==> src/ukt_encoder.sv <==
// Turns the row of cell hit flags into a slot index. Keys are unique, so at
// most one flag is set and the index is the OR of the set slots' indexes.
// Depends on nothing.
module ukt_encoder #(
    parameter int DEPTH = 256
) (
    input  logic [DEPTH-1:0]         hits,
    output logic [$clog2(DEPTH)-1:0] idx,
    output logic                     any
);
    localparam int IDX_W = $clog2(DEPTH);

    always_comb
    begin
        idx = '0;
        for (int i = 0; i < DEPTH; i++)
        begin
            if (hits[i])
                idx = idx | IDX_W'(i);
        end
    end

    assign any = |hits;
endmodule

==> config.mk <==
export PLATFORM = sky130hd
export DESIGN_NAME = ukt_encoder
export DESIGN_NICKNAME = d
export VERILOG_FILES = /design/src/ukt_encoder.sv
export SDC_FILE = /design/constraint.sdc
export NUM_CORES = 1
export LEC_CHECK = 0
export BUFFER_PORTS_ARGS = -buffer_cell sky130_fd_sc_hd__buf_2
export CORE_AREA = 2 2 103 105
export DETAILED_ROUTE_END_ITERATION = 10
export DIE_AREA = 0 0 105 107
export PLACE_DENSITY = 0.6
export SLEW_MARGIN = 20
export SYNTH_ARGS = -nofsm -noshare
export SYNTH_HDL_FRONTEND = slang
export SYNTH_SLANG_ARGS = --single-unit
==> constraint.sdc <==
create_clock -name vclk -period 2.65
set_input_delay 0.6625 -clock vclk [all_inputs]
set_output_delay 0.6625 -clock vclk [all_outputs]
set_load 0.1 [all_outputs]
==> qor.csv, run 1 <==
stage,metric,value,unit
power_and_ir_drop,switching part of the total,44.6,%
synthesis,share of the synthesized area in the top cell type,53.2,%
synthesis,synthesized cell area,1390,µm²
layout,Multi-input gate area,2030,µm²
power_and_ir_drop,maximum VDD drop,0.0539,mV
route,drt initial violations,279,
route,Wirelength per Cell,19.9,µm
power_and_ir_drop,sw power,0.269,mW
layout,clock buffer count,0,
synthesis,syn_area_per_cell,5.87,µm²
power_and_ir_drop,Internal,0.333,mW
floorplan,Die Width,105,µm
worst_setup_path,Worst Path Arrival,2.44,ns
global_routing,vias in the first global route,4497,
timing,worst hold slack,1.87,ns
floorplan,Row Count,37,
route,Vias per Instance,5.08,
power_and_ir_drop,Clk network pwr share,0,%
floorplan,initial core utilization,13.7,%
global_routing,"Remaining Overflow, GRT",0,
layout,fillers,1045,
timing,Tcrit/Tclk final,117,%
power_and_ir_drop,PwrDens,112,nW/µm²
timing,Max Slew Vio Count,0,
global_routing,global-route wire length before repair,24.5,mm
outcome,failing checks,setup timing,
global_routing,initial antenna violation count,0,
hold_path,Hold Crit Class,in -> out,
timing,slew margin rel.,67.0,%
synthesis,Yosys warnings,0,
floorplan,core area,10100,µm²
global_routing,Total GRT Usage,28.0,%
timing,min cycle time layout,3.11,ns
hold_path,min-delay src,hits[54],
run,max cap viols,0,
route,DR vias,4296,
layout,Final Cell Area,5370,µm²
route,DR DRC count,0,
placed_design,GPL Wtd Cong,0.938,
power_and_ir_drop,Comb pwr share,100.0,%
synthesis,Synth cell types,13,
timing,FMAX,322,MHz
layout,Area Overhead vs Synth,287,%
power_and_ir_drop,sequential fraction of design power,0,%
hold_path,worst hold path endpoint,idx[5],
worst_setup_path,critical path type,in -> out,
timing,Tightest Pin Transition,0.490,ns
worst_setup_path,crit path launch type,primary input,
synthesis,sequential area share after synthesis,0,%
timing,final hold vios,0,
layout,fraction of layout cells with a size suffix above 1,76.9,%
synthesis,Yosys top cell by area,nor4_1,
layout,total number of sequential cells,0,
power_and_ir_drop,Lkg Pwr,2.47,nW
outcome,run status,"complete, but fails checks",
floorplan,IO Pins,265,
placed_design,dpl hpwl,14.8,mm
worst_setup_path,top fanout value on the critical path,2,
floorplan,Die ar.,11200,µm²
synthesis,top-count cell post-synth,nor4_1,
timing,Worst Slack Setup Final,-0.456,ns
placed_design,placed cell area,4490,µm²
timing,RSZ-0062 raised after global routing,true,
route,"antenna viol nets, final",0,
cts,CTS hold repair buffers,0,
timing,Setup-failing EPs final,9,
synthesis,"top cells by count, synth","nor4_1, nand4_1, nor2_1",
layout,FF/Latch Area,0,µm²
global_routing,largest net degree at the start of global routing,4,
route,Initial DRT Pass Iterations,5,
floorplan,Die Ht,107,µm
worst_setup_path,Crit. End Element,output port,
route,DRT Wirelength,16.9,mm
synthesis,Post-Syn Instances,236,
layout,Nets,968,
worst_setup_path,crit path launch,hits[40],
worst_setup_path,CP Data Required Time,1.99,ns
placed_design,port bufs,265,
layout,antenna cells,0,
hold_path,hold depth,5,
synthesis,Area contributors post-synth,"nor4_1, nand4_1, nand3_1",
synthesis,Mapped Nets,492,
-- area by class of cell --
class,count,share of cell area (%)
repair buffers,474,59.0
multi-input cells,236,37.9
well taps,136,3.17
-- cells by family after synthesis --
kind of cell     count (synthesis)  synth area share (%)
AND/OR/NAND/NOR                236                   100
-- layer usage --
layer	up-vias	part of all wire [%]	GRT usage, %
met4	0	1.8	4.29
met3	21	5.6	2.07
met1	2050	42	35.7
met5	-	0	0
li1	2032	-	-
met2	193	51	52.4
-- cells in the final DEF (no fill, tap or decap), drive strengths merged --
cell type	count
nor3	9
or4	4
and2	1
buf	474
nor4	123
nand4	34
nand2	11
and3	2
nor4b	1
nand3	23
nor2	28
-- what timing repair did --
action                     in CTS  in global routing
hold endpoints to repair        0                  0
pin swaps                      18                  9
gates resized for setup       111                 45
setup endpoints to repair       9                  9
setup buffers                   6                  3
gates cloned                    0                  0
-- metrics by stage --
stage	TNS [ns]	power, mW	utilization (%)	instances	worst slack, ns
finish	-2.78	0.601	53.2	846	-0.456
floorplan	-3.14	0.0496	-	236	-0.636
CTS	-2.87	0.566	50.8	843	-0.430
detailed placement	-5.28	0.497	44.5	838	-0.719
global route	-3.34	0.635	53.2	846	-0.514
global placement	-5.23	0.494	44.5	838	-0.701
-- power by group through the flow --
stage / logic (mW) / clock network [mW] / registers (mW)
2_1_floorplan: 0.0496 / 0 / 0
3_3_place_gp: 0.494 / 0 / 0
3_5_place_dp: 0.497 / 0 / 0
4_1_cts: 0.566 / 0 / 0
5_1_grt: 0.635 / 0 / 0
6_report: 0.601 / 0 / 0
-- worst max-delay path by stage --
stage,end,cells past startpoint
6_report,idx[3],8
2_1_floorplan,any,5
3_5_place_dp,idx[1],9
5_1_grt,idx[3],8
4_1_cts,idx[3],8
3_3_place_gp,idx[1],9
-- critical path, stage by stage --
cell	delay (ns)
buf_2	0.11
nor4_4	0.30
buf_4	0.16
nand2_1	0.05
or4_4	0.57
nor4_4	0.14
nand4_1	0.21
buf_12	0.23
(Power assumes the default switching activity.)
==> run 2: changes to the inputs <==
CORE_AREA = 10 10 95 97   (was 2 2 103 105)
PLACE_DENSITY = 0.75   (was 0.6)
==> run 2 against run 1 <==
  * The flow still finishes with violations (setup timing)
  * Core utilization grew 20 points
  * Count of clock-buffer cells in the layout is the same
  * Wire length grew 18%
  * Cell count shrank 4.6%
  * First-iteration DRC count grew 41%
  * Setup slack lost 0.0059 ns
  * Global-route usage grew 3.5 points
  * Combinational power shrank 1%
  * Die area is the same
  * Flip-flop and latch count is the same
  * Largest power group unchanged
  * Highest routed layer unchanged
==> qor.csv, run 2 (synthesized netlist as in run 1, its figures left out) <==
stage,metric,value,unit,change
worst_setup_path,crit path launch,hits[124],,
worst_setup_path,critical path type,in -> out,,
layout,fraction of layout cells with a size suffix above 1,76.3,%,-0.63 points
hold_path,min-delay src,hits[177],,
layout,"most common cell after layout, fill and taps aside",buf_2,,
route,Initial DRT Pass Iterations,7,,+2
layout,"commonest cells after routing, fill and taps aside","buf_2, buf_4, nor4_1",,
cts,CTS hold repair buffers,0,,unchanged
global_routing,Total GRT Usage,31.6,%,+3.5 points
hold_path,Hold Crit Class,in -> out,,
power_and_ir_drop,sw power,0.269,mW,+0.32%
power_and_ir_drop,Clk network pwr share,0,%,unchanged
floorplan,Die Ht,107,µm,unchanged
floorplan,Die ar.,11200,µm²,unchanged
global_routing,initial antenna violation count,0,,unchanged
timing,min cycle time layout,3.11,ns,+0.00588 ns
global_routing,global-route wire length before repair,27.9,mm,+14%
power_and_ir_drop,Total Power,0.593,mW,-1.5%
worst_setup_path,top fanout value on the critical path,2,,unchanged
layout,FF/Latch Area,0,µm²,unchanged
layout,fillers,607,,-42%
floorplan,initial core utilization,19.4,%,+5.7 points
route,drt initial violations,394,,+41%
power_and_ir_drop,Comb pwr share,100.0,%,about the same
route,DRT Wirelength,20.0,mm,+18%
global_routing,"Remaining Overflow, GRT",0,,unchanged
power_and_ir_drop,Lkg Pwr,2.47,nW,+0.11%
global_routing,grt peak-use layer,met2,,
worst_setup_path,Buf/Inv on CP,3,,unchanged
outcome,run status,"complete, but fails checks",,
timing,setup TNS,-3.14,ns,-0.360 ns
placed_design,placed cell area,4410,µm²,-1.7%
global_routing,grt met2 use,57.6,%,+5.2 points
global_routing,vias in the first global route,4862,,+8.1%
global_routing,met3 Use GR,6.59,%,+4.5 points
timing,FMAX,321,MHz,-0.19%
placed_design,Place WS,-0.734,ns,-0.0148 ns
outcome,failing checks,setup timing,,
route,DR DRC count,0,,unchanged
floorplan,Row Count,31,,-16%
timing,Setup-failing EPs final,9,,unchanged
placed_design,dpl cells,797,,-4.9%
route,Vias per Instance,5.67,,+12%
route,DR vias,4573,,+6.4%
power_and_ir_drop,PwrDens,113,nW/µm²,+1.3%
timing,Tcrit/Tclk final,117,%,+0.22 points
run,max cap viols,0,,unchanged
global_routing,GR Util met1,36.6,%,+0.94 points
hold_path,hold depth,6,,+1
power_and_ir_drop,maximum VDD drop,0.0720,mV,+34%
layout,antenna cells,0,,unchanged
timing,RSZ-0062 raised after global routing,true,,
floorplan,core area,7140,µm²,-29%
route,Wirelength per Cell,24.7,µm,+24%
timing,Worst Slack Setup Final,-0.462,ns,-0.00588 ns
placed_design,GPL Wtd Cong,0.965,,+2.9%
global_routing,largest net degree at the start of global routing,4,,unchanged
worst_setup_path,CP top delay family,simple AND/OR/NAND/NOR gates,,
route,"antenna viol nets, final",0,,unchanged
placed_design,port bufs,265,,unchanged
floorplan,IO Pins,265,,unchanged
power_and_ir_drop,Internal,0.323,mW,-2.9%
timing,slew margin rel.,61.1,%,-5.9 points
worst_setup_path,Critical Path Slowest Stage Cell,nor4_2,,
layout,"non-filler cells, final",807,,-4.6%
worst_setup_path,Worst Path Arrival,2.45,ns,about the same
worst_setup_path,Crit. End Element,output port,,
power_and_ir_drop,switching part of the total,45.5,%,+0.81 points
layout,Final Cell Area,5220,µm²,-2.7%
worst_setup_path,CP Data Required Time,1.99,ns,about the same
worst_setup_path,crit path launch type,primary input,,
layout,total number of sequential cells,0,,unchanged
floorplan,Die Width,105,µm,unchanged
timing,final hold vios,0,,unchanged
worst_setup_path,"slowest stage delay, CP",0.39,ns,-0.18 ns
power_and_ir_drop,sequential fraction of design power,0,%,unchanged
hold_path,worst hold path endpoint,idx[0],,
placed_design,dpl hpwl,17.1,mm,+15%
layout,Nets,966,,-0.21%
timing,Tightest Pin Transition,0.578,ns,+0.0884 ns
timing,Max Slew Vio Count,0,,unchanged
layout,clock buffer count,0,,unchanged
worst_setup_path,worst-path cell chain,"buf_2, nor4_2, buf_4, nand4_1, nor4_2, and3_1, nand4_1, buf_12",,
layout,Area Overhead vs Synth,277,%,
==> run 2: changes by cell type in the layout (fill, tap and decap cells not counted), moves of 2 or more <==
cell | before | now
nor4_1 | 69 | 74
buf_4 | 207 | 204
buf_2 | 235 | 240
nand3_2 | 5 | 7
buf_6 | 21 | 15
nor4_4 | 26 | 21
==> run 2: worst max path at each step <==
stage	endpoint	cells after the start
3_3_place_gp	idx[4]	8
2_1_floorplan	any	5
5_1_grt	any	7
6_report	any	8
4_1_cts	idx[4]	7
3_5_place_dp	idx[4]	8
==> run 2: cell type report <==
cell class | count | area [µm²] | share of cell area [%]
timing repair buffer | 472 | 3140 | 60.0
multi-input combinational | 236 | 1960 | 37.6
tap | 99 | 124 | 2.37
==> run 2: metrics by stage <==
step	utilization, %	hold WS (ns)
floorplan	-	1.62
global placement	61.8	2.06
detailed placement	61.8	2.06
CTS	69.9	1.88
global route	73.2	1.89
finish	73.2	1.87
==> run 2: timing repair <==
| action | 4_1_cts | 5_1_grt |
|---|---|---|
| resized for setup | 104 | 36 |
| pin swaps | 22 | 25 |
| hold endpoints to repair | 0 | 0 |
| setup endpoints to repair | 9 | 9 |
| buffers inserted | 10 | 4 |
==> run 2: power groups by stage <==
stage / clock network, mW / registers (mW) / logic (mW)
after global routing: 0 / 0 / 0.622
after global placement: 0 / 0 / 0.488
after floorplan: 0 / 0 / 0.0496
after detailed placement: 0 / 0 / 0.493
after CTS: 0 / 0 / 0.542
final: 0 / 0 / 0.593
==> run 2: routing by layer <==
metal | part of all wire (%) | up-vias
met5 | 0 | -
met4 | 3.9 | 0
met3 | 8.6 | 63
met2 | 50 | 349
met1 | 38 | 2134
li1 | - | 2027
