<file path="src/ukt_pkg.sv">
// Unique key table: shared types and codes.
// Used by the cell row, the controller and the top level.
package ukt_pkg;

    localparam int KEY_W = 64;

    typedef enum logic [1:0] {
        OP_INSERT = 2'd0,
        OP_DELETE = 2'd1,
        OP_SEARCH = 2'd2,
        OP_RENAME = 2'd3
    } op_t;

    typedef enum logic [1:0] {
        ST_OK      = 2'd0,
        ST_FULL    = 2'd1,
        ST_DUP     = 2'd2,
        ST_MISSING = 2'd3
    } status_t;

    // Table update applied by every cell in the same cycle
    typedef enum logic [1:0] {
        ACT_NONE   = 2'd0,
        ACT_APPEND = 2'd1,
        ACT_SHIFT  = 2'd2,
        ACT_RENAME = 2'd3
    } act_t;

    typedef enum logic [3:0] {
        S_IDLE = 4'b0001,
        S_CMP  = 4'b0010,
        S_ENC  = 4'b0100,
        S_EXEC = 4'b1000
    } state_t;

    // Broadcast from the controller to the cell row
    typedef struct packed {
        logic             cmp_en;
        act_t             act;
        logic [KEY_W-1:0] key;
        logic [KEY_W-1:0] new_key;
    } cell_bus_t;

endpackage

</file>
<file path="src/ukt_req_if.sv">
// Request channel of the unique key table: valid/ready plus op, key, new_key.
// Depends on nothing.
interface ukt_req_if;
    logic        valid;
    logic        ready;
    logic [1:0]  op;
    logic [63:0] key;
    logic [63:0] new_key;

    modport source (output valid, output op, output key, output new_key, input ready);
    modport sink (input valid, input op, input key, input new_key, output ready);
endinterface

</file>
<file path="src/ukt_rsp_if.sv">
// Result channel of the unique key table: valid/ready plus status, position, count.
// Depends on nothing.
interface ukt_rsp_if;
    logic       valid;
    logic       ready;
    logic [1:0] status;
    logic [7:0] position;
    logic [8:0] count;

    modport source (output valid, output status, output position, output count, input ready);
    modport sink (input valid, input status, input position, input count, output ready);
endinterface

</file>
<file path="src/ukt_ctrl.sv">
// Request sequencer: captures a request, runs compare, encode and execute
// steps over the cell row, and holds the result in an output register.
// Depends on ukt_pkg, ukt_req_if, ukt_rsp_if.
module ukt_ctrl #(
    parameter int DEPTH = 256
) (
    input  logic                       clk,
    input  logic                       rst_n,
    ukt_req_if.sink                    req,
    ukt_rsp_if.source                  rsp,
    input  logic [$clog2(DEPTH)-1:0]   key_idx,
    input  logic                       key_any,
    input  logic                       new_any,
    output ukt_pkg::cell_bus_t         bus,
    output logic [$clog2(DEPTH)-1:0]   pos,
    output logic [$clog2(DEPTH+1)-1:0] count
);
    import ukt_pkg::*;

    localparam int IDX_W = $clog2(DEPTH);
    localparam int CNT_W = $clog2(DEPTH+1);
    localparam logic [CNT_W-1:0] FULL_CNT = CNT_W'(DEPTH);

    state_t           state_reg, state_next;
    op_t              op_reg;
    logic [KEY_W-1:0] key_reg, new_key_reg;
    logic [CNT_W-1:0] count_reg, count_next;
    logic [IDX_W-1:0] hit_pos_reg;
    logic             hit_reg, new_hit_reg;

    logic             out_valid_reg, out_valid_next;
    status_t          out_status_reg, out_status_next;
    logic [IDX_W-1:0] out_pos_reg, out_pos_next;
    logic [CNT_W-1:0] out_count_reg;

    act_t             act;
    logic [IDX_W-1:0] act_pos;
    logic             accept, fire;
    logic [IDX_W+7:0] pos_wide;
    logic [CNT_W+8:0] cnt_wide;

    assign req.ready = (state_reg == S_IDLE);
    assign accept    = req.valid && req.ready;
    assign fire      = (state_reg == S_EXEC) && (!out_valid_reg || rsp.ready);

    // Decide the outcome from the registered hit information
    always_comb
    begin
        act             = ACT_NONE;
        act_pos         = hit_pos_reg;
        out_status_next = ST_OK;
        out_pos_next    = hit_pos_reg;
        count_next      = count_reg;
        unique case (op_reg)
            OP_INSERT:
            begin
                if (count_reg == FULL_CNT)
                begin
                    out_status_next = ST_FULL;
                    out_pos_next    = '0;
                end
                else if (!hit_reg)
                begin
                    act          = ACT_APPEND;
                    act_pos      = count_reg[IDX_W-1:0];
                    out_pos_next = count_reg[IDX_W-1:0];
                    count_next   = count_reg + CNT_W'(1);
                end
                else
                    out_status_next = ST_DUP;
            end
            OP_DELETE:
            begin
                if (!hit_reg)
                begin
                    out_status_next = ST_MISSING;
                    out_pos_next    = '0;
                end
                else
                begin
                    act        = ACT_SHIFT;
                    count_next = count_reg - CNT_W'(1);
                end
            end
            OP_SEARCH:
            begin
                if (!hit_reg)
                begin
                    out_status_next = ST_MISSING;
                    out_pos_next    = '0;
                end
            end
            OP_RENAME:
            begin
                if (!hit_reg)
                begin
                    out_status_next = ST_MISSING;
                    out_pos_next    = '0;
                end
                else if (new_hit_reg)
                    out_status_next = ST_DUP;
                else
                    act = ACT_RENAME;
            end
            default:
                act = ACT_NONE;
        endcase
    end

    always_comb
    begin
        state_next     = state_reg;
        out_valid_next = out_valid_reg;
        if (rsp.valid && rsp.ready)
            out_valid_next = 1'b0;
        unique case (state_reg)
            S_IDLE: if (accept) state_next = S_CMP;
            S_CMP:  state_next = S_ENC;
            S_ENC:  state_next = S_EXEC;
            S_EXEC:
            begin
                if (fire)
                begin
                    state_next     = S_IDLE;
                    out_valid_next = 1'b1;
                end
            end
            default: state_next = S_IDLE;
        endcase
    end

    always_ff @(posedge clk or negedge rst_n)
    begin
        if (!rst_n)
        begin
            state_reg     <= S_IDLE;
            count_reg     <= '0;
            out_valid_reg <= 1'b0;
        end
        else
        begin
            state_reg     <= state_next;
            out_valid_reg <= out_valid_next;
            if (fire)
                count_reg <= count_next;
        end
    end

    always_ff @(posedge clk)
    begin
        if (accept)
        begin
            op_reg      <= op_t'(req.op);
            key_reg     <= req.key;
            new_key_reg <= req.new_key;
        end
        if (state_reg == S_ENC)
        begin
            hit_pos_reg <= key_idx;
            hit_reg     <= key_any;
            new_hit_reg <= new_any;
        end
        if (fire)
        begin
            out_status_reg <= out_status_next;
            out_pos_reg    <= out_pos_next;
            out_count_reg  <= count_next;
        end
    end

    assign bus.cmp_en  = (state_reg == S_CMP);
    assign bus.act     = fire ? act : ACT_NONE;
    assign bus.key     = key_reg;
    assign bus.new_key = new_key_reg;
    assign pos         = act_pos;
    assign count       = count_reg;

    // Position and count are reported modulo their field widths
    assign pos_wide     = {8'd0, out_pos_reg};
    assign cnt_wide     = {9'd0, out_count_reg};
    assign rsp.valid    = out_valid_reg;
    assign rsp.status   = out_status_reg;
    assign rsp.position = pos_wide[7:0];
    assign rsp.count    = cnt_wide[8:0];
endmodule

</file>
<file path="src/flat_wrapper.sv">
// flat-port wrapper written by rule: the top's interface ports become plain ports
module ukt_ctrl_flat import ukt_pkg::*;
#(
    parameter int DEPTH = 256
)
  (clk, rst_n, key_idx, key_any, new_any, bus, pos, count, req_valid, req_op, req_key, req_new_key, req_ready, rsp_valid, rsp_status, rsp_position, rsp_count, rsp_ready);
  ukt_req_if req_i ();
  ukt_rsp_if rsp_i ();
  input  logic clk;
  input  logic rst_n;
  input  logic [$clog2(DEPTH)-1:0] key_idx;
  input  logic key_any;
  input  logic new_any;
  output ukt_pkg::cell_bus_t bus;
  output logic [$clog2(DEPTH)-1:0] pos;
  output logic [$clog2(DEPTH+1)-1:0] count;
  input wire logic [$bits(req_i.valid)-1:0] req_valid;
  input wire logic [$bits(req_i.op)-1:0] req_op;
  input wire logic [$bits(req_i.key)-1:0] req_key;
  input wire logic [$bits(req_i.new_key)-1:0] req_new_key;
  output wire logic [$bits(req_i.ready)-1:0] req_ready;
  output wire logic [$bits(rsp_i.valid)-1:0] rsp_valid;
  output wire logic [$bits(rsp_i.status)-1:0] rsp_status;
  output wire logic [$bits(rsp_i.position)-1:0] rsp_position;
  output wire logic [$bits(rsp_i.count)-1:0] rsp_count;
  input wire logic [$bits(rsp_i.ready)-1:0] rsp_ready;
  assign req_i.valid = req_valid;
  assign req_i.op = req_op;
  assign req_i.key = req_key;
  assign req_i.new_key = req_new_key;
  assign req_ready = req_i.ready;
  assign rsp_valid = rsp_i.valid;
  assign rsp_status = rsp_i.status;
  assign rsp_position = rsp_i.position;
  assign rsp_count = rsp_i.count;
  assign rsp_i.ready = rsp_ready;
  ukt_ctrl #(.DEPTH(DEPTH)) u_core (.clk(clk), .rst_n(rst_n), .req(req_i), .rsp(rsp_i), .key_idx(key_idx), .key_any(key_any), .new_any(new_any), .bus(bus), .pos(pos), .count(count));
endmodule
</file>
<file path="config.mk">
export PLATFORM = sky130hd
export DESIGN_NAME = ukt_ctrl_flat
export DESIGN_NICKNAME = d
export VERILOG_FILES = /design/src/ukt_pkg.sv /design/src/ukt_req_if.sv /design/src/ukt_rsp_if.sv /design/src/ukt_ctrl.sv /design/src/flat_wrapper.sv
export SDC_FILE = /design/constraint.sdc
export NUM_CORES = 1
export LEC_CHECK = 0
export ABC_AREA = 1
export BUFFER_PORTS_ARGS = -buffer_cell sky130_fd_sc_hd__buf_2
export CAP_MARGIN = 20
export CORE_MARGIN = 2
export CORE_UTILIZATION = 43
export CTS_BUF_LIST = sky130_fd_sc_hd__clkbuf_4 sky130_fd_sc_hd__clkbuf_8
export DETAILED_ROUTE_END_ITERATION = 6
export GPL_TIMING_DRIVEN = 1
export MAX_ROUTING_LAYER = met4
export PLACE_DENSITY_LB_ADDON = 0.12
export SETUP_SLACK_MARGIN = 0.1
export SYNTH_ARGS = -nofsm -noshare
export SYNTH_HDL_FRONTEND = slang
export SYNTH_SLANG_ARGS = --single-unit
</file>
<file path="constraint.sdc">
create_clock -name clk -period 6.5 [get_ports clk]
set_input_delay 0.975 -clock clk [delete_from_list [all_inputs] [get_ports clk]]
set_output_delay 0.975 -clock clk [all_outputs]
set_load 0.01 [all_outputs]
</file>
==> impl_metrics.yaml <==
sta:
  worst_pin_slew_ns: 0.9022
  fin_crit_sh_pct: 54.40
  max_freq_ghz: 0.2828
  hold_viol: 0
  slew_violations: 0
  grt_setup_unrepaired: "false"
  tns_ns: 0
  skew_ns: 0.01322
  setup_violations: 0
  relSlewSlack_pct: 39.71
  min_period_ns: 3.536
route:
  drc: 0
  drt_iter0_markers: 283
  viasPerCell: 4.796
  firstDrtPassIters: 4
  totalWireLength_mm: 17.23
  wl_per_cell_um: 17.95
  vias: 4604
  ant_nets: 0
global_route:
  grt-ovfl-total: 0
  grt_pass1_wl_mm: 25.10
  antenna_found_initial: 4
  grt_max_degree: 100
  grt_pass1_vias: 4536
  track_usage_pct: 22.04
job:
  max_cap_violations: 0
clock_network:
  ctsHoldBuffers: 0
  numCtsBuffers: 17
  clk_latency_ns: 0.45
  clockBufferDepth: 2
  clock-sinks: 173
  clk_pin_slew_ns: 0.10
  h-tree-depth: 4
  cts_setup_buffers: 0
  cts-root-buf: "clkbuf_8"
  tritoncts: "built"
  cts_resized: 0
outcome:
  status: "finished clean"
yosys:
  seq_area_frac_synth_pct: 79.46
  synth_edf_count: 159
  synth.most_common_cell: "edfxtp_1"
  synth_area_um2: 6451
  synth-main-ff-cell: "edfxtp_1"
  synth_common_cells: "159 x edfxtp_1, 83 x nand2_1, 41 x inv_1"
  synth_area_leader_cell: "edfxtp_1"
  synth_nets: 588
  yosysWarningCount: 0
  synth_top_area_share_pct: 74.01
  ys_ff_latch: 173
  async_flop_share_pct: 8.092
  synthCells: 437
  avgSynthCellArea_um2: 14.76
  synth.distinct_cells: 35
  netlist_top_cells_area: "edfxtp_1 74%, dfrtp_1 5.0%, nand2_1 4.8%"
pwr:
  power_density_nw_per_um2: 364.8
  ir_worst_vdd_uv: 224.4
  power_leakage_nw: 3.807
critical_path:
  reg2reg_depth: 5
  critPathLaunchType: "flop"
  worstSetupEndpointType: "primary output"
  critPathRequiredTime_ns: 5.52
  crit_path_max_fanout: 14
  critPathKind: "flop to primary output"
  cp_data_arrival_time_ns: 2.56
placed_design:
  place.gp.congestion: 0.9195
  io_buffer_count: 312
  dpl.hpwl_mm: 13.36
  postPlaceCellArea_um2: 8212
floorplanning:
  row_count: 44
  die_h_um: 126.5
  die_area_um2: 16000
  core_area_um2: 14590
  start_util_pct: 44.22
  pin_count: 313
  die_w_um: 126.5
final_layout:
  nNetsFinal: 910
  fillers: 1205
  layout-drive-gt1-share_pct: 48.06
  area_growth_pct: 33.49
  finish.instance_area_um2: 8612
worst_hold_path:
  min_path_type: "input pin to asynchronous set/reset pin"
==> kinds of logic (layout without fill, tap and decap cells) <==
logic type,after synthesis,count (layout),synth area share (%)
AOI/OAI and AO/OA,39,39,3.859
and+or+nand+nor,162,162,11.60
DFF,173,173,79.46
xor gates and xnor gates,1,1,0.1358
other,0,4,0
buffers and inverters,55,390,3.588
adders and majority gates,7,7,1.358
==> layout make-up <==
cell class,count,area [um^2],share of cell area (%)
Antenna cell,4,10.01,0.1162
Sequential cell,173,5126,59.52
Tap cell,184,230.2,2.673
Timing Repair Buffer,314,1589,18.45
Clock buffer,17,234.0,2.717
Clock inverter,15,156.4,1.816
Inverter,44,165.2,1.918
Multi-Input combinational cell,209,1101,12.79
==> metal layers <==
metal | vias up | global-route usage, % | part of all wire (%)
met5 | - | - | 0
li1 | 2186 | - | -
met4 | 0 | 6.593 | 1.8
met3 | 17 | 8.098 | 8.5
met1 | 2195 | 25.70 | 38
met2 | 206 | 35.92 | 52
==> where the power goes <==
part,switching (mW),internal [mW]
clock network,0.417,0.316
registers,0.0997,1.51
logic,0.528,0.270
total,1.04,2.10
==> cells in the final DEF (no fill, tap or decap), types with 3 or more instances in the layout <==
cell type	count
nand4_1	4
clkbuf_8	17
diode_2	4
a21oi_1	11
buf_2	312
edfxtp_1	159
inv_2	3
nand3_1	30
nand2_4	3
inv_1	41
clkinvlp_4	3
o22ai_1	3
inv_6	3
nor2_2	5
ha_1	7
nor2_1	25
o21ai_0	13
nor2_4	3
nand2_1	83
inv_8	3
o21ai_2	4
dfrtp_1	13
==> metrics by stage <==
step                      cells  setup WS [ns]  hold WS (ns)  power, mW  util, %
after floorplan             437          1.656        0.5338      2.094        -
after global placement      924          3.230        0.5636      2.419    56.29
after detailed placement    924          3.195        0.5844      2.439    56.29
after CTS                   956          2.937        0.3993      3.175    58.96
after global routing        960          2.749        0.4044      3.310    59.03
final                       960          2.964        0.4152      3.142    59.03
==> worst paths after layout <==
check                           slack [ns]           startpoint                   to
worst min register to register        0.59  u_core.state_reg[3]  u_core.state_reg[2]
worst max register to register        4.03  u_core.state_reg[0]    u_core.key_reg[9]
max in group asynchronous             5.78                rst_n  u_core.state_reg[0]
worst min-delay path                  0.42                rst_n     u_core.rsp.valid
worst max-delay path                  2.96     u_core.op_reg[1]               pos[0]
min in group clk                      0.59  u_core.state_reg[3]  u_core.state_reg[2]
==> worst max-delay path: stages (launching register included) <==
cell and delay (ns):
edfxtp_1 0.42, inv_1 0.13, ha_1 0.56, nand2_4 0.12, inv_2 0.31, nand2_1 0.19, nand2_1 0.09, o21ai_0 0.12
buf_2 0.17
Power figures use the tool's default switching activity.
