<file path="src/ukt_pkg.sv">
// Unique key table: shared types and codes.
// Used by the cell row, the controller and the top level.
package ukt_pkg;

    localparam int KEY_W = 64;

    typedef enum logic [1:0] {
        OP_INSERT = 2'd0,
        OP_DELETE = 2'd1,
        OP_SEARCH = 2'd2,
        OP_RENAME = 2'd3
    } op_t;

    typedef enum logic [1:0] {
        ST_OK      = 2'd0,
        ST_FULL    = 2'd1,
        ST_DUP     = 2'd2,
        ST_MISSING = 2'd3
    } status_t;

    // Table update applied by every cell in the same cycle
    typedef enum logic [1:0] {
        ACT_NONE   = 2'd0,
        ACT_APPEND = 2'd1,
        ACT_SHIFT  = 2'd2,
        ACT_RENAME = 2'd3
    } act_t;

    typedef enum logic [3:0] {
        S_IDLE = 4'b0001,
        S_CMP  = 4'b0010,
        S_ENC  = 4'b0100,
        S_EXEC = 4'b1000
    } state_t;

    // Broadcast from the controller to the cell row
    typedef struct packed {
        logic             cmp_en;
        act_t             act;
        logic [KEY_W-1:0] key;
        logic [KEY_W-1:0] new_key;
    } cell_bus_t;

endpackage

</file>
<file path="src/ukt_cell.sv">
// One table slot: holds a key, compares it against the broadcast keys and
// takes its neighbor's key when a delete closes the gap. Depends on ukt_pkg.
module ukt_cell #(
    parameter int DEPTH = 256,
    parameter int INDEX = 0
) (
    input  logic                       clk,
    input  ukt_pkg::cell_bus_t         bus,
    input  logic [$clog2(DEPTH)-1:0]   pos,
    input  logic [$clog2(DEPTH+1)-1:0] count,
    input  logic [ukt_pkg::KEY_W-1:0]  nbr_key,
    output logic [ukt_pkg::KEY_W-1:0]  key_out,
    output logic                       hit_key,
    output logic                       hit_new
);
    import ukt_pkg::*;

    localparam int CNT_W = $clog2(DEPTH+1);
    localparam logic [CNT_W-1:0] MY_IDX = CNT_W'(INDEX);

    logic [KEY_W-1:0] key_reg, key_next;
    logic             hit_key_reg, hit_key_next;
    logic             hit_new_reg, hit_new_next;
    logic             live;
    logic [CNT_W-1:0] pos_ext;

    assign live    = MY_IDX < count;
    assign pos_ext = CNT_W'(pos);

    always_comb
    begin
        key_next     = key_reg;
        hit_key_next = hit_key_reg;
        hit_new_next = hit_new_reg;
        if (bus.cmp_en)
        begin
            hit_key_next = live && (key_reg == bus.key);
            hit_new_next = live && (key_reg == bus.new_key);
        end
        case (bus.act)
            ACT_APPEND: if (MY_IDX == pos_ext) key_next = bus.key;
            ACT_RENAME: if (MY_IDX == pos_ext) key_next = bus.new_key;
            ACT_SHIFT:  if (MY_IDX >= pos_ext) key_next = nbr_key;
            default:    key_next = key_reg;
        endcase
    end

    always_ff @(posedge clk)
    begin
        key_reg     <= key_next;
        hit_key_reg <= hit_key_next;
        hit_new_reg <= hit_new_next;
    end

    assign key_out = key_reg;
    assign hit_key = hit_key_reg;
    assign hit_new = hit_new_reg;
endmodule

</file>
<file path="config.mk">
export PLATFORM = sky130hd
export DESIGN_NAME = ukt_cell
export DESIGN_NICKNAME = d
export VERILOG_FILES = /design/src/ukt_pkg.sv /design/src/ukt_cell.sv
export SDC_FILE = /design/constraint.sdc
export NUM_CORES = 1
export LEC_CHECK = 0
export ABC_AREA = 1
export BUFFER_PORTS_ARGS = -buffer_cell sky130_fd_sc_hd__buf_2
export CORE_MARGIN = 2
export CORE_UTILIZATION = 51
export CTS_CLUSTER_SIZE = 20
export DETAILED_ROUTE_END_ITERATION = 7
export HOLD_SLACK_MARGIN = 0.08
export PLACE_DENSITY = 0.91
export SKIP_CTS_REPAIR_TIMING = 1
export SYNTH_ARGS = -nofsm -noshare
export SYNTH_HDL_FRONTEND = slang
export SYNTH_SLANG_ARGS = --single-unit
</file>
<file path="constraint.sdc">
create_clock -name clk -period 6.48 [get_ports clk]
set_input_delay 0 -clock clk [delete_from_list [all_inputs] [get_ports clk]]
set_output_delay 0 -clock clk [all_outputs]
set_load 0.1 [all_outputs]
</file>
==> run_summary.xml, run 1 <==
<?xml version="1.0" encoding="UTF-8"?>
<metrics>
  <group name="run_status">
    <metric name="status" unit="">complete, no violations</metric>
  </group>
  <group name="global_routing">
    <metric name="grt_antenna_before_repair" unit="">0</metric>
    <metric name="grt_max_degree" unit="">65</metric>
    <metric name="grt.total_usage" unit="%">29.7</metric>
    <metric name="global_route.overflow_total" unit="">0</metric>
    <metric name="via_count_of_the_first_global_routing_pass" unit="">5621</metric>
    <metric name="grt_first_pass_wirelength" unit="mm">26.6</metric>
  </group>
  <group name="routing">
    <metric name="detailroute.via_count" unit="">6918</metric>
    <metric name="detail_route.vias_per_cell" unit="">5.45</metric>
    <metric name="detail_route.wl_per_cell" unit="um">17.6</metric>
    <metric name="drt_drc_violations_left" unit="">0</metric>
    <metric name="drt.antenna.violating_nets" unit="">0</metric>
    <metric name="drt_iter0_markers" unit="">716</metric>
    <metric name="finalWirelength" unit="mm">22.3</metric>
    <metric name="firstDrtPassIters" unit="">6</metric>
  </group>
  <group name="layout">
    <metric name="area.sequential" unit="mm2">0.00198</metric>
    <metric name="commonest_cells_after_routing_fill_and_taps_aside" unit="">nand2_1 (304), buf_2 (278), dlygate4sd3_1 (121), inv_1 (100)</metric>
    <metric name="mostFrequentLayoutCell" unit="">nand2_1</metric>
    <metric name="largest_register_ff_count" unit="">64</metric>
    <metric name="layout.cells.non_filler" unit="">1269</metric>
    <metric name="syn2layout_area_growth" unit="%">50.8</metric>
    <metric name="post_route_cells_drive_above_1_share" unit="%">29.4</metric>
    <metric name="fillers" unit="">640</metric>
    <metric name="multi_input_area" unit="mm2">0.00295</metric>
    <metric name="diode_count" unit="">0</metric>
    <metric name="final_nets" unit="">1342</metric>
  </group>
  <group name="floorplan">
    <metric name="floorplan.initialDensity" unit="%">52.8</metric>
    <metric name="fp.dieW" unit="um">108</metric>
    <metric name="coreArea" unit="mm2">0.0104</metric>
    <metric name="placement_row_count" unit="">37</metric>
    <metric name="fp.dieH" unit="um">108</metric>
    <metric name="die-area" unit="mm2">0.0116</metric>
    <metric name="design.portCount" unit="">279</metric>
  </group>
  <group name="setup_path">
    <metric name="path_class" unit="">in -&gt; reg</metric>
    <metric name="cp_max_fo" unit="">63</metric>
    <metric name="startpoint" unit="">bus[129]</metric>
    <metric name="arrival" unit="ns">2.66</metric>
    <metric name="critical_path.reg2reg.startpoint" unit="">key_out[52]</metric>
    <metric name="r2r_setup_slack" unit="ns">4.97</metric>
    <metric name="r2r_cells" unit="">7</metric>
    <metric name="setup.worst_path.end" unit="">key_out[62]</metric>
    <metric name="critPathCaptureType" unit="">flip-flop</metric>
    <metric name="worst_ep_required_time" unit="ns">6.69</metric>
    <metric name="rr_endpoint" unit="">hit_key</metric>
    <metric name="worstSetupStartpointType" unit="">input port</metric>
  </group>
  <group name="synth">
    <metric name="yosys_register_bits" unit="">66</metric>
    <metric name="synth.avg_cell_area" unit="um2">7.41</metric>
    <metric name="synth.area.top_cells" unit="">edfxtp_1 (36%), nand2_1 (21%), xnor2_1 (11%)</metric>
    <metric name="synth_fp_nets" unit="">953</metric>
    <metric name="synth_top_area_cell" unit="">edfxtp_1</metric>
    <metric name="syn-instance-count" unit="">740</metric>
    <metric name="yosysWarningCount" unit="">0</metric>
    <metric name="yosysSeqAreaShare" unit="%">36.2</metric>
    <metric name="synth_area" unit="mm2">0.00548</metric>
    <metric name="count_of_distinct_cell_types_in_the_synthesized_netlist" unit="">24</metric>
    <metric name="synth_edf_count" unit="">66</metric>
    <metric name="most_frequently_used_flop_master_after_synthesis" unit="">edfxtp_1</metric>
    <metric name="synth_top_cell_area_share" unit="%">36.2</metric>
    <metric name="ffs_w_async_s_r_synth" unit="%">0</metric>
  </group>
  <group name="clock_network">
    <metric name="clockBufferDepth" unit="">2</metric>
    <metric name="clkSinkCount" unit="">66</metric>
    <metric name="cts_root_buf" unit="">clkbuf_8</metric>
    <metric name="cts-htree-levels" unit="">3</metric>
    <metric name="cts_buffers" unit="">9</metric>
    <metric name="clock_latency" unit="ns">0.34</metric>
    <metric name="clkTransAtPathRegs" unit="ns">0.07</metric>
    <metric name="cts_tree" unit="">done</metric>
  </group>
  <group name="power">
    <metric name="total_power" unit="mW">1.14</metric>
    <metric name="max-vdd-ir-drop" unit="mV">0.117</metric>
    <metric name="pwr_density_cell" unit="mW/mm2">138</metric>
    <metric name="total_leakage_power" unit="nW">4.06</metric>
  </group>
  <group name="sta">
    <metric name="hold_violations" unit="">0</metric>
    <metric name="final.setup_skew" unit="ns">0.0114</metric>
    <metric name="rsz0062_at_grt" unit="">false</metric>
    <metric name="max_slew.worst_pin.slew" unit="ns">0.936</metric>
    <metric name="post-route-min-period" unit="ns">2.46</metric>
    <metric name="post_route_clock_period_utilization" unit="%">37.9</metric>
    <metric name="slew_headroom" unit="%">37.6</metric>
    <metric name="max_clock_freq" unit="MHz">407</metric>
    <metric name="totalNegativeSetupSlack" unit="ns">0</metric>
    <metric name="finalSetupViolCount" unit="">0</metric>
    <metric name="report.final.slew_viol_count" unit="">0</metric>
  </group>
  <group name="run">
    <metric name="cap_violations" unit="">0</metric>
  </group>
  <group name="hold_path">
    <metric name="worst_hold_path.num_cells" unit="">3</metric>
    <metric name="hold_path_class" unit="">in -&gt; reg</metric>
  </group>
  <group name="place">
    <metric name="placed_wire_length_estimate" unit="mm">13.6</metric>
    <metric name="io_port_bufs" unit="">278</metric>
    <metric name="instance_count_after_placement_with_tap_cells_included" unit="">1133</metric>
    <metric name="place.gp.congestion" unit="">0.875</metric>
  </group>
</metrics>
[cells in the mapped netlist, types with 8 or more instances]
cell type    n
nand2_1    304
inv_1      100
nor2_1      46
xnor2_1     66
nand4_1     11
o221ai_2    10
edfxtp_1    66
nand3_2     19
o211ai_2    10
o221ai_1     8
nand3_1     51
buf_2       10
[critical path, cell delays in order]
cell,delay (ns)
buf_2,0.09
buf_4,0.71
nand2_2,0.74
o221ai_2,0.44
dlygate4sd3_1,0.61
[final cells by class]
| type | instances | area share (%) |
|---|---|---|
| clock buffers | 9 | 1.50 |
| clock inverters | 6 | 0.590 |
| inverters | 101 | 4.59 |
| multi-input cells | 550 | 35.6 |
| flip-flops and latches | 66 | 24.0 |
| well taps | 136 | 2.06 |
| repair buffers | 401 | 31.7 |
[metal layers]
metal  share of wire (%)  global-route usage, %  vias to the layer above
li1                    -                      -                     3146
met1                  34                   36.1                     3089
met2                  51                   53.7                      574
met3                  10                   4.24                      109
met4                 4.9                   9.43                        0
met5                   0                      0                        -
[per-stage QoR]
| step | util (%) | hold WS [ns] | worst slack [ns] | area (um2) |
|---|---|---|---|---|
| finish | 79.7 | 0.0581 | 4.02 | 8270 |
| global route | 79.7 | 0.0813 | 4.00 | 8270 |
| CTS | 68.0 | -0.136 | 4.68 | 7060 |
| detailed placement | 66.4 | 0.224 | 4.31 | 6880 |
| global placement | 66.4 | 0.219 | 4.37 | 6880 |
| floorplan | - | 0.112 | 4.42 | 5480 |
[power breakdown]
| part | switching, mW | internal [mW] |
|---|---|---|
| sequential | 0.00210 | 0.476 |
| combinational | 0.167 | 0.168 |
| clock | 0.161 | 0.169 |
[worst min-delay path by stage]
stage               startpoint           to  slack, ns
floorplan             bus[130]      hit_key       0.11
CTS                   bus[130]      hit_new      -0.14
global route          bus[115]  key_out[51]       0.08
detailed placement    bus[130]      hit_new       0.22
finish                 bus[51]  key_out[51]       0.06
global placement      bus[130]      hit_key       0.22
[kinds of logic after synthesis]
family / Yosys count / share of synthesized area (%)
buf+inv: 124 / 10.2
compound gates: 44 / 8.20
flops: 66 / 36.2
xor+xnor: 71 / 11.3
simple gates: 435 / 34.1
(Power assumes the default switching activity.)
==> run 2: changes to the inputs <==
Settings changed: CORE_UTILIZATION 51 to 47, PLACE_DENSITY 0.91 to 0.85.
Clock period 6.48 ns to 2.6 ns, I/O delays scaled along.
==> run_summary.xml, run 2 (synthesis gave the netlist of run 1 again) <==
<?xml version="1.0" encoding="UTF-8"?>
<metrics>
  <group name="run_status">
    <metric name="status" unit="">complete, no violations</metric>
  </group>
  <group name="setup_path">
    <metric name="path_class" unit="">in -&gt; reg</metric>
    <metric name="worst_ep_required_time" unit="ns">2.78</metric>
    <metric name="critPathCaptureType" unit="">flip-flop</metric>
    <metric name="worstSetupStartpointType" unit="">input port</metric>
    <metric name="arrival" unit="ns">2.05</metric>
    <metric name="cp_max_fo" unit="">64</metric>
  </group>
  <group name="clock_network">
    <metric name="clkTransAtPathRegs" unit="ns">0.06</metric>
    <metric name="clkSinkCount" unit="">66</metric>
    <metric name="cts_root_buf" unit="">clkbuf_16</metric>
    <metric name="clockBufferDepth" unit="">2</metric>
    <metric name="clock_latency" unit="ns">0.32</metric>
    <metric name="cts_tree" unit="">done</metric>
    <metric name="cts_buffers" unit="">9</metric>
    <metric name="cts-htree-levels" unit="">3</metric>
  </group>
  <group name="power">
    <metric name="pwr_density_cell" unit="mW/mm2">371</metric>
    <metric name="total_leakage_power" unit="nW">4.12</metric>
    <metric name="max-vdd-ir-drop" unit="mV">0.377</metric>
  </group>
  <group name="layout">
    <metric name="multi_input_area" unit="mm2">0.00295</metric>
    <metric name="post_route_cells_drive_above_1_share" unit="%">29.9</metric>
    <metric name="area.sequential" unit="mm2">0.00198</metric>
    <metric name="mostFrequentLayoutCell" unit="">nand2_1</metric>
    <metric name="final_nets" unit="">1345</metric>
    <metric name="syn2layout_area_growth" unit="%">53.3</metric>
    <metric name="fillers" unit="">789</metric>
    <metric name="largest_register_ff_count" unit="">64</metric>
    <metric name="commonest_cells_after_routing_fill_and_taps_aside" unit="">nand2_1 (304), buf_2 (277), dlygate4sd3_1 (120), inv_1 (100)</metric>
    <metric name="diode_count" unit="">0</metric>
    <metric name="layout.cells.non_filler" unit="">1280</metric>
  </group>
  <group name="sta">
    <metric name="max_slew.worst_pin.slew" unit="ns">0.929</metric>
    <metric name="totalNegativeSetupSlack" unit="ns">0</metric>
    <metric name="report.final.slew_viol_count" unit="">0</metric>
    <metric name="rsz0062_at_grt" unit="">false</metric>
    <metric name="min_hold_slack" unit="ns">0.0575</metric>
    <metric name="final.setup_skew" unit="ns">0.00432</metric>
    <metric name="hold_violations" unit="">0</metric>
    <metric name="post-route-min-period" unit="ns">1.86</metric>
    <metric name="slew_headroom" unit="%">38.1</metric>
    <metric name="finalSetupViolCount" unit="">0</metric>
    <metric name="post_route_clock_period_utilization" unit="%">71.7</metric>
    <metric name="max_clock_freq" unit="MHz">537</metric>
  </group>
  <group name="floorplan">
    <metric name="fp.dieW" unit="um">112</metric>
    <metric name="fp.dieH" unit="um">112</metric>
    <metric name="coreArea" unit="mm2">0.0114</metric>
    <metric name="die-area" unit="mm2">0.0125</metric>
    <metric name="placement_row_count" unit="">39</metric>
    <metric name="design.portCount" unit="">279</metric>
    <metric name="floorplan.initialDensity" unit="%">48.0</metric>
  </group>
  <group name="routing">
    <metric name="detail_route.vias_per_cell" unit="">5.32</metric>
    <metric name="drt_drc_violations_left" unit="">0</metric>
    <metric name="detail_route.wl_per_cell" unit="um">17.1</metric>
    <metric name="drt.antenna.violating_nets" unit="">0</metric>
    <metric name="drt_iter0_markers" unit="">847</metric>
    <metric name="firstDrtPassIters" unit="">6</metric>
    <metric name="detailroute.via_count" unit="">6812</metric>
    <metric name="finalWirelength" unit="mm">21.9</metric>
  </group>
  <group name="hold_path">
    <metric name="hold_path_class" unit="">in -&gt; reg</metric>
  </group>
  <group name="place">
    <metric name="place.gp.congestion" unit="">0.872</metric>
    <metric name="placed_wire_length_estimate" unit="mm">14.0</metric>
    <metric name="instance_count_after_placement_with_tap_cells_included" unit="">1144</metric>
    <metric name="io_port_bufs" unit="">278</metric>
  </group>
  <group name="global_routing">
    <metric name="via_count_of_the_first_global_routing_pass" unit="">5653</metric>
    <metric name="global_route.overflow_total" unit="">0</metric>
    <metric name="grt.total_usage" unit="%">27.9</metric>
    <metric name="grt_antenna_before_repair" unit="">1</metric>
    <metric name="grt_first_pass_wirelength" unit="mm">27.7</metric>
    <metric name="grt_max_degree" unit="">65</metric>
  </group>
  <group name="run">
    <metric name="cap_violations" unit="">0</metric>
  </group>
</metrics>
[run 2: cell types whose count changed in the layout (fill, tap and decap cells not counted), moves of 2 or more]
cell,delta
buf_4,+4
clkbuf_16,+9
clkbuf_8,-9
clkinv_1,-2
clkinv_2,+2
clkinvlp_4,+2
[run 2: layout make-up]
class                   count  share of cell area [%]
multi-input cells         550                    35.1
clock buffers               9                    2.68
inverters                 101                    4.51
repair buffers            404                    31.6
flip-flops and latches     66                    23.6
well taps                 143                    2.13
clock inverters             7                   0.432
[run 2: report_power, final]
part / switching (mW) / internal [mW] / total [mW]
clock network: 0.471 / 0.632 / 1.10
logic: 0.405 / 0.419 / 0.823
registers: 0.00412 / 1.19 / 1.19
total: 0.880 / 2.24 / 3.12
[run 2: metrics by stage]
step	util (%)	total power, mW	setup WS [ns]	area, um2
final	73.6	3.12	0.737	8400
after global routing	73.6	3.23	0.627	8400
after CTS	63.0	2.90	1.02	7200
after detailed placement	60.7	1.81	0.926	6940
after global placement	60.7	1.80	0.912	6940
after floorplan	-	1.55	0.541	5480
[run 2: path summary, 6_finish.rpt]
path / start / to / slack, ns / cells after the start
hold / removal: bus[47] / key_out[47] / 0.06 / 3
setup / recovery: bus[129] / key_out[22] / 0.74 / 6
hold reg to reg: key_out[13] / hit_key / 0.89 / 5
setup reg to reg: key_out[46] / hit_key / 0.94 / 7
[run 2: routing by layer]
layer	wire, um	GRT usage, %	up-vias	part of all wire [%]
met5	11	0	-	0.050
met1	7710	35.0	3029	35
li1	-	-	3157	-
met2	10900	49.1	529	50
met4	1010	8.62	2	4.6
met3	2190	5.06	95	10
[run 2: critical path: stages]
cell           delay, ns
buf_4               0.29
inv_2               0.12
nor2_8              0.72
nand2_1             0.17
o221ai_2            0.11
dlygate4sd3_1       0.62
